--- src/dfd_pkg.sv ---
// Package for the delimited frame deframer: phase codes, constants and the
// result record shared by the core and the top level. No dependencies.
package dfd_pkg;

    localparam int unsigned BUF_DEPTH   = 256;
    localparam int unsigned CAP_W       = 9;
    localparam int unsigned LEN_W       = 16;
    localparam int unsigned CNT_W       = 16;
    localparam int unsigned CFG_IDX_W   = 1;
    localparam int unsigned CFG_DATA_W  = 9;
    localparam int unsigned S_TDATA_W   = 8;
    localparam int unsigned M_TDATA_W   = 80;
    localparam int unsigned M_TUSER_W   = 1;

    localparam logic [7:0]            START_MARK = 8'h7E;
    localparam logic [7:0]            SUM_GOOD   = 8'hFF;
    localparam logic [CNT_W-1:0]      CNT_MAX    = '1;
    localparam logic [CAP_W:0]        BUF_CAP    = (CAP_W + 1)'(BUF_DEPTH);

    localparam logic [CFG_IDX_W-1:0]  REG_ONLY_GOOD = 1'd0;
    localparam logic [CFG_IDX_W-1:0]  REG_CAPACITY  = 1'd1;

    typedef enum logic [2:0] {
        PH_HUNT   = 3'd0,
        PH_LEN_HI = 3'd1,
        PH_LEN_LO = 3'd2,
        PH_API    = 3'd3,
        PH_BODY   = 3'd4
    } phase_t;

    typedef struct packed {
        logic             only_good;
        logic [CAP_W-1:0] capacity;
    } cfg_t;

    typedef struct packed {
        logic             data_valid;
        logic [7:0]       data_byte;
        logic [7:0]       data_index;
        logic             frame_done;
        logic             frame_accepted;
        logic             checksum_good;
        logic [7:0]       frame_api;
        logic [LEN_W-1:0] declared_length;
        logic             frame_overflowed;
        logic [CNT_W-1:0] overflow_frames;
        logic [CNT_W-1:0] bad_checksum_frames;
    } result_t;

endpackage

--- src/delimited_frame_deframer_top.sv ---
// Top level of the delimited frame deframer: configuration registers,
// stream ports and a two-entry output buffer. Depends on dfd_pkg, dfd_core.
//
// Takes one received byte per transfer and returns one result per byte,
// sustaining one transfer per clock cycle. A result is registered at the edge
// that takes its byte and, if no earlier result waits, is offered on the m_
// side from the next cycle; the core's frame state is updated at that same
// edge, so the next byte may follow at once. A second output entry lets one
// more byte be taken while a result waits; s_tready falls only when both are
// occupied. Frames start at 0x7E, carry a big-endian 16-bit length, an API
// byte, the payload and a checksum byte; tlast marks the checksum byte.
module delimited_frame_deframer_top
    import dfd_pkg::*;
(
    input  logic                  aclk,
    input  logic                  aresetn,
    input  logic                  cfg_wr_en,
    input  logic [CFG_IDX_W-1:0]  cfg_index,
    input  logic [CFG_DATA_W-1:0] cfg_wdata,
    input  logic                  s_tvalid,
    output logic                  s_tready,
    input  logic [S_TDATA_W-1:0]  s_tdata,  // [7:0] rx_byte
    output logic                  m_tvalid,
    input  logic                  m_tready,
    // [7:0] data_byte, [15:8] data_index, [16] frame_accepted, [17] checksum_good,
    // [25:18] frame_api, [41:26] declared_length, [42] frame_overflowed,
    // [58:43] overflow_frames, [74:59] bad_checksum_frames, [79:75] zero
    output logic [M_TDATA_W-1:0]  m_tdata,
    output logic [M_TUSER_W-1:0]  m_tuser,  // [0] data_valid
    output logic                  m_tlast   // frame_done
);

    cfg_t    cfg_reg;
    result_t res_new;
    result_t main_reg, main_next;
    result_t skid_reg, skid_next;
    logic    main_valid_reg, main_valid_next;
    logic    skid_valid_reg, skid_valid_next;
    logic    s_take, m_take;

    always_ff @(posedge aclk) begin
        if (!aresetn) begin
            cfg_reg.only_good <= 1'b1;
            cfg_reg.capacity  <= BUF_CAP[CAP_W-1:0] | CAP_W'(BUF_DEPTH);
        end else if (cfg_wr_en) begin
            unique case (cfg_index)
                REG_ONLY_GOOD: cfg_reg.only_good <= cfg_wdata[0];
                REG_CAPACITY:  cfg_reg.capacity  <= cfg_wdata[CAP_W-1:0];
                default: ;
            endcase
        end
    end

    assign s_tready = !skid_valid_reg;
    assign s_take   = s_tvalid && s_tready;
    assign m_take   = main_valid_reg && m_tready;

    dfd_core u_core (
        .aclk    (aclk),
        .aresetn (aresetn),
        .byte_en (s_take),
        .rx_byte (s_tdata[7:0]),
        .cfg     (cfg_reg),
        .result  (res_new)
    );

    always_comb begin
        main_next       = main_reg;
        skid_next       = skid_reg;
        main_valid_next = main_valid_reg;
        skid_valid_next = skid_valid_reg;
        priority if (skid_valid_reg) begin
            if (m_take) begin
                main_next       = skid_reg;
                skid_valid_next = 1'b0;
            end
        end else if (s_take) begin
            if (!main_valid_reg || m_take) begin
                main_next       = res_new;
                main_valid_next = 1'b1;
            end else begin
                skid_next       = res_new;
                skid_valid_next = 1'b1;
            end
        end else begin
            if (m_take) begin
                main_valid_next = 1'b0;
            end
        end
    end

    always_ff @(posedge aclk) begin
        if (!aresetn) begin
            main_valid_reg <= 1'b0;
            skid_valid_reg <= 1'b0;
        end else begin
            main_valid_reg <= main_valid_next;
            skid_valid_reg <= skid_valid_next;
        end
    end

    always_ff @(posedge aclk) begin
        main_reg <= main_next;
        skid_reg <= skid_next;
    end

    assign m_tvalid = main_valid_reg;
    assign m_tlast  = main_reg.frame_done;
    assign m_tuser  = main_reg.data_valid;
    assign m_tdata  = {5'b00000,
                       main_reg.bad_checksum_frames,
                       main_reg.overflow_frames,
                       main_reg.frame_overflowed,
                       main_reg.declared_length,
                       main_reg.frame_api,
                       main_reg.checksum_good,
                       main_reg.frame_accepted,
                       main_reg.data_index,
                       main_reg.data_byte};

endmodule

--- src/dfd_core.sv ---
// Deframer core: byte-wise frame state machine and running checksum.
// Produces one result per accepted byte. Depends on dfd_pkg.
module dfd_core
    import dfd_pkg::*;
(
    input  logic       aclk,
    input  logic       aresetn,
    input  logic       byte_en,
    input  logic [7:0] rx_byte,
    input  cfg_t       cfg,
    output result_t    result
);

    phase_t           phase_reg, phase_next;
    logic [LEN_W-1:0] length_reg, length_next;
    logic [LEN_W-1:0] seen_reg, seen_next;
    logic [7:0]       sum_reg, sum_next;
    logic [7:0]       api_reg, api_next;
    logic             ovf_reg, ovf_next;
    logic [CNT_W-1:0] ovf_cnt_reg, ovf_cnt_next;
    logic [CNT_W-1:0] bad_cnt_reg, bad_cnt_next;

    logic [LEN_W-1:0] want;
    logic [CAP_W:0]   cap_eff;
    logic             good;

    always_comb begin
        want    = (length_reg != '0) ? length_reg - LEN_W'(1) : '0;
        cap_eff = ({1'b0, cfg.capacity} > BUF_CAP) ? BUF_CAP : {1'b0, cfg.capacity};
        sum_next     = sum_reg;
        good         = ((sum_reg + rx_byte) == SUM_GOOD);
        phase_next   = phase_reg;
        length_next  = length_reg;
        seen_next    = seen_reg;
        api_next     = api_reg;
        ovf_next     = ovf_reg;
        ovf_cnt_next = ovf_cnt_reg;
        bad_cnt_next = bad_cnt_reg;

        result = '0;

        unique case (phase_reg)
            PH_LEN_HI: begin
                length_next = {rx_byte, 8'h00};
                phase_next  = PH_LEN_LO;
            end
            PH_LEN_LO: begin
                length_next = {length_reg[LEN_W-1:8], rx_byte};
                phase_next  = PH_API;
            end
            PH_API: begin
                api_next   = rx_byte;
                sum_next   = rx_byte;
                seen_next  = '0;
                ovf_next   = 1'b0;
                phase_next = PH_BODY;
            end
            PH_BODY: begin
                sum_next = sum_reg + rx_byte;
                if (seen_reg < want) begin
                    if ({1'b0, seen_reg} < (LEN_W + 1)'(cap_eff)) begin
                        result.data_valid = 1'b1;
                        result.data_byte  = rx_byte;
                        result.data_index = seen_reg[7:0];
                    end else begin
                        if (!ovf_reg && ovf_cnt_reg != CNT_MAX) begin
                            ovf_cnt_next = ovf_cnt_reg + CNT_W'(1);
                        end
                        ovf_next = 1'b1;
                    end
                    seen_next = seen_reg + LEN_W'(1);
                end else begin
                    result.frame_done     = 1'b1;
                    result.checksum_good  = good;
                    result.frame_accepted = !cfg.only_good || good;
                    if (!good && bad_cnt_reg != CNT_MAX) begin
                        bad_cnt_next = bad_cnt_reg + CNT_W'(1);
                    end
                    phase_next = PH_HUNT;
                end
            end
            default: begin
                phase_next = (rx_byte == START_MARK) ? PH_LEN_HI : PH_HUNT;
            end
        endcase

        result.frame_api           = api_next;
        result.declared_length     = length_next;
        result.frame_overflowed    = ovf_next;
        result.overflow_frames     = ovf_cnt_next;
        result.bad_checksum_frames = bad_cnt_next;
    end

    always_ff @(posedge aclk) begin
        if (!aresetn) begin
            phase_reg   <= PH_HUNT;
            length_reg  <= '0;
            seen_reg    <= '0;
            sum_reg     <= '0;
            api_reg     <= '0;
            ovf_reg     <= 1'b0;
            ovf_cnt_reg <= '0;
            bad_cnt_reg <= '0;
        end else if (byte_en) begin
            phase_reg   <= phase_next;
            length_reg  <= length_next;
            seen_reg    <= seen_next;
            sum_reg     <= sum_next;
            api_reg     <= api_next;
            ovf_reg     <= ovf_next;
            ovf_cnt_reg <= ovf_cnt_next;
            bad_cnt_reg <= bad_cnt_next;
        end
    end

endmodule

--- config.mk ---
export PLATFORM = sky130hd
export DESIGN_NAME = delimited_frame_deframer_top
export DESIGN_NICKNAME = d
export VERILOG_FILES = /design/src/dfd_pkg.sv /design/src/delimited_frame_deframer_top.sv /design/src/dfd_core.sv
export SDC_FILE = /design/constraint.sdc
export NUM_CORES = 1
export LEC_CHECK = 0
export ABC_AREA = 1
export BUFFER_PORTS_ARGS = -buffer_cell sky130_fd_sc_hd__buf_2
export CORE_ASPECT_RATIO = 1.2
export CORE_UTILIZATION = 30
export CTS_BUF_LIST = sky130_fd_sc_hd__clkbuf_8
export CTS_CLUSTER_DIAMETER = 100
export DETAILED_ROUTE_END_ITERATION = 7
export PLACE_DENSITY = 0.55
export RECOVER_POWER = 25
export REMOVE_ABC_BUFFERS = 1
export SLEW_MARGIN = 20
export SYNTH_ARGS = -nofsm -noshare
export SYNTH_HDL_FRONTEND = slang
export SYNTH_HIERARCHICAL = 1
export SYNTH_SLANG_ARGS = --single-unit
--- constraint.sdc ---
create_clock -name aclk -period 6.9 [get_ports aclk]
set_clock_uncertainty 0.05 [all_clocks]
set_input_delay 0.69 -clock aclk [delete_from_list [all_inputs] [get_ports aclk]]
set_output_delay 0.69 -clock aclk [all_outputs]
set_load 0.005 [all_outputs]
==> results.cfg <==
[global_routing]
top_usage_layer = met2
grt_usage_pct = 15.68
grt_util_met1_pct = 19.44
globalRouteMet2Util_pct = 27.05
grt_pass1_wl_um = 57150
grt_overflow_total = 0
antenna_found_initial = 1
grt_max_degree = 78
grt_pass1_vias = 10920
met3_usage_pct = 2.798

[synth]
syn_inst = 1704
synth_top_area_share_pct = 34.67
syn_area_per_cell_um2 = 7.827
synth_top_family_by_area = simple AND/OR/NAND/NOR gates
synth-edff-count = 154
synth_cell_types = 45
async_flop_share_pct = 0
synth_compound_area_share_pct = 7.440
ys_warn_count = 6
synthSimpleGateAreaFrac_pct = 29.60
synthTopCellsByCount = 613 x nand2_1, 166 x inv_1, 154 x edfxtp_1
synthFlopType = edfxtp_1
synthAdderAreaFrac_pct = 3.434
synth.yosys.seq_area_share_pct = 49.09
synth_area_leaders = edfxtp_1 35%, nand2_1 17%, dfxtp_1 14%
synth.area.mux_share_pct = 0
yosysMostFrequentCell = nand2_1
yosys.area_share.xor_xnor_pct = 2.102
synth_top_cell_by_area = edfxtp_1
ys_ff_latch = 250
netlist_area_um2 = 13340

[cts]
clockBufferDepth = 3
cts_root_buf = clkbuf_8
cts_setup_buffers = 0
numClockSinks = 250
clk_pin_slew_ps = 60
cts_tree = built
cts_buffers = 42
cts_resized = 0
insertion_delay_ps = 580
htree_levels = 2
postCtsHoldBufs = 0

[routing]
dr.pass1.iters = 5
vias = 11220
avgRoutedWirePerCell_um = 15.03
avgViaCountPerCell = 4.723
route.detailed.drc = 0
ant_nets = 0
drtIter0Drc = 640
totalWireLength_um = 35700

[layout]
largest_reg_flops = 77
fin_nets = 1841
syn2layout_area_growth_pct = 11.92
fill_cells = 4623
drive_above_1_share_pct = 7.603
post-route-util_pct = 34.06

[sta]
slew_headroom_pct = -31.36
hold_violations = 0
fin_crit_ps = 5583
fin_crit_sh_pct = 80.92
fmax_ghz = 0.1791
worst_pin_slew_ps = 1960
drv_slew = 74
finalSetupTns_ps = 0
setup_viol = 0
rsz0062_at_grt = false

[placement]
dp_hpwl_um = 23340
gp_congestion = 0.8848
portBuffers = 101

[floorplan]
rows = 84
die-area_um2 = 45310
die_h_um = 233.0
start_util_pct = 30.43
core_um2 = 43830
ioPinCount = 107
die_x_um = 194.5

[setup_path]
timing.reg2reg.worst_path_depth = 5
critPathLaunchType = flop
crit_chain = clkinvlp_2 > buf_4 > buf_2
max_stage_delay_ps = 2030
cp_slowest_cell = clkinvlp_2
worstSetupEndpointType = output port
setup.worst_path.class = reg2out
cp.required_ps = 6160
cp_max_fo = 45
worstPathArrival_ps = 4840

[run_status]
failed_checks = max-capacitance violations, max-slew violations
status = complete, but fails checks

[hold_path]
hp-class = in2reg
holdPathStages = 3

[pwr]
peakVddDrop_uv = 118.0
power_leakage_nw = 6.597
power_density_nw_per_um2 = 224.0

[flow_run]
max-cap-violations = 2
layout by cell type (no fill, tap or decap), drive strengths merged, types with 22 or more instances in the layout:
cell / synthesis / final
edfxtp: 154 / 154
dfxtp: 96 / 96
o21ai: 76 / 76
clkbuf: 32 / 109
buf: 51 / 50
xor2: 28 / 28
a21oi: 87 / 87
nor3: 22 / 22
ha: 35 / 35
inv: 170 / 188
nand4: 25 / 25
nor2: 118 / 118
nand3: 144 / 144
nand2: 622 / 622
worst max-delay path: cells and delay by family (launching register included):
| kind | cells | cell delay (ps) |
|---|---|---|
| flip-flops | 1 | 1170 |
| buffers and inverters | 3 | 3070 |
metal layers:
layer | wire length [um] | part of all wire [%]
met5 | 0 | 0
met3 | 1736 | 4.9
met2 | 17020 | 48
met4 | 922 | 2.6
met1 | 16020 | 45
report_power, final:
group          internal [mW]  switching, mW  total (mW)
sequential              1.67         0.0491        1.72
combinational          0.125          0.256       0.381
clock                  0.615          0.627        1.24
cell type report:
cell class / count / area [um^2] / area share [%]
sequential: 250 / 6546 / 43.86
timing repair buffer: 113 / 556.8 / 3.730
inverter: 170 / 639.4 / 4.283
tap: 559 / 699.4 / 4.686
clock inverter: 31 / 132.6 / 0.8885
multi-input combinational: 1205 / 5717 / 38.30
antenna: 1 / 2.502 / 0.01676
clock buffer: 46 / 633.1 / 4.241
worst paths after layout:
check             slack, ps                           start                              to
setup / recovery       1320       skid_valid_reg$_SDFF_PN0_                        s_tready
setup reg to reg       1960       skid_valid_reg$_SDFF_PN0_           m_tdata[13]$_DFFE_PP_
hold reg to reg         400  u_core/api_reg[7]$_SDFFE_PN0P_  u_core/api_reg[7]$_SDFFE_PN0P_
hold / removal          280                    cfg_wdata[8]         cfg_reg[8]$_SDFFE_PN1P_
metrics by stage:
| step | cells | setup slack [ps] | hold WS, ps | cell area [um^2] | power (mW) |
|---|---|---|---|---|---|
| 6_report | 2375 | 1317 | 277.0 | 14930 | 3.344 |
| 5_1_grt | 2375 | 842.1 | 268.0 | 14930 | 3.521 |
| 4_1_cts | 2372 | 2000 | 236.3 | 14950 | 3.399 |
| 3_5_place_dp | 2295 | 2040 | 396.7 | 14180 | 2.142 |
| 3_3_place_gp | 2295 | 2191 | 386.4 | 14180 | 2.137 |
| 2_1_floorplan | 1625 | 742.8 | 373.9 | 12880 | 1.992 |
kinds of logic after synthesis:
logic type | Yosys count
other cells | 1
compound gates | 187
simple gates | 945
xor+xnor | 32
buf+inv | 253
flops | 250
fa+ha+maj | 36
(Power assumes the default switching activity.)
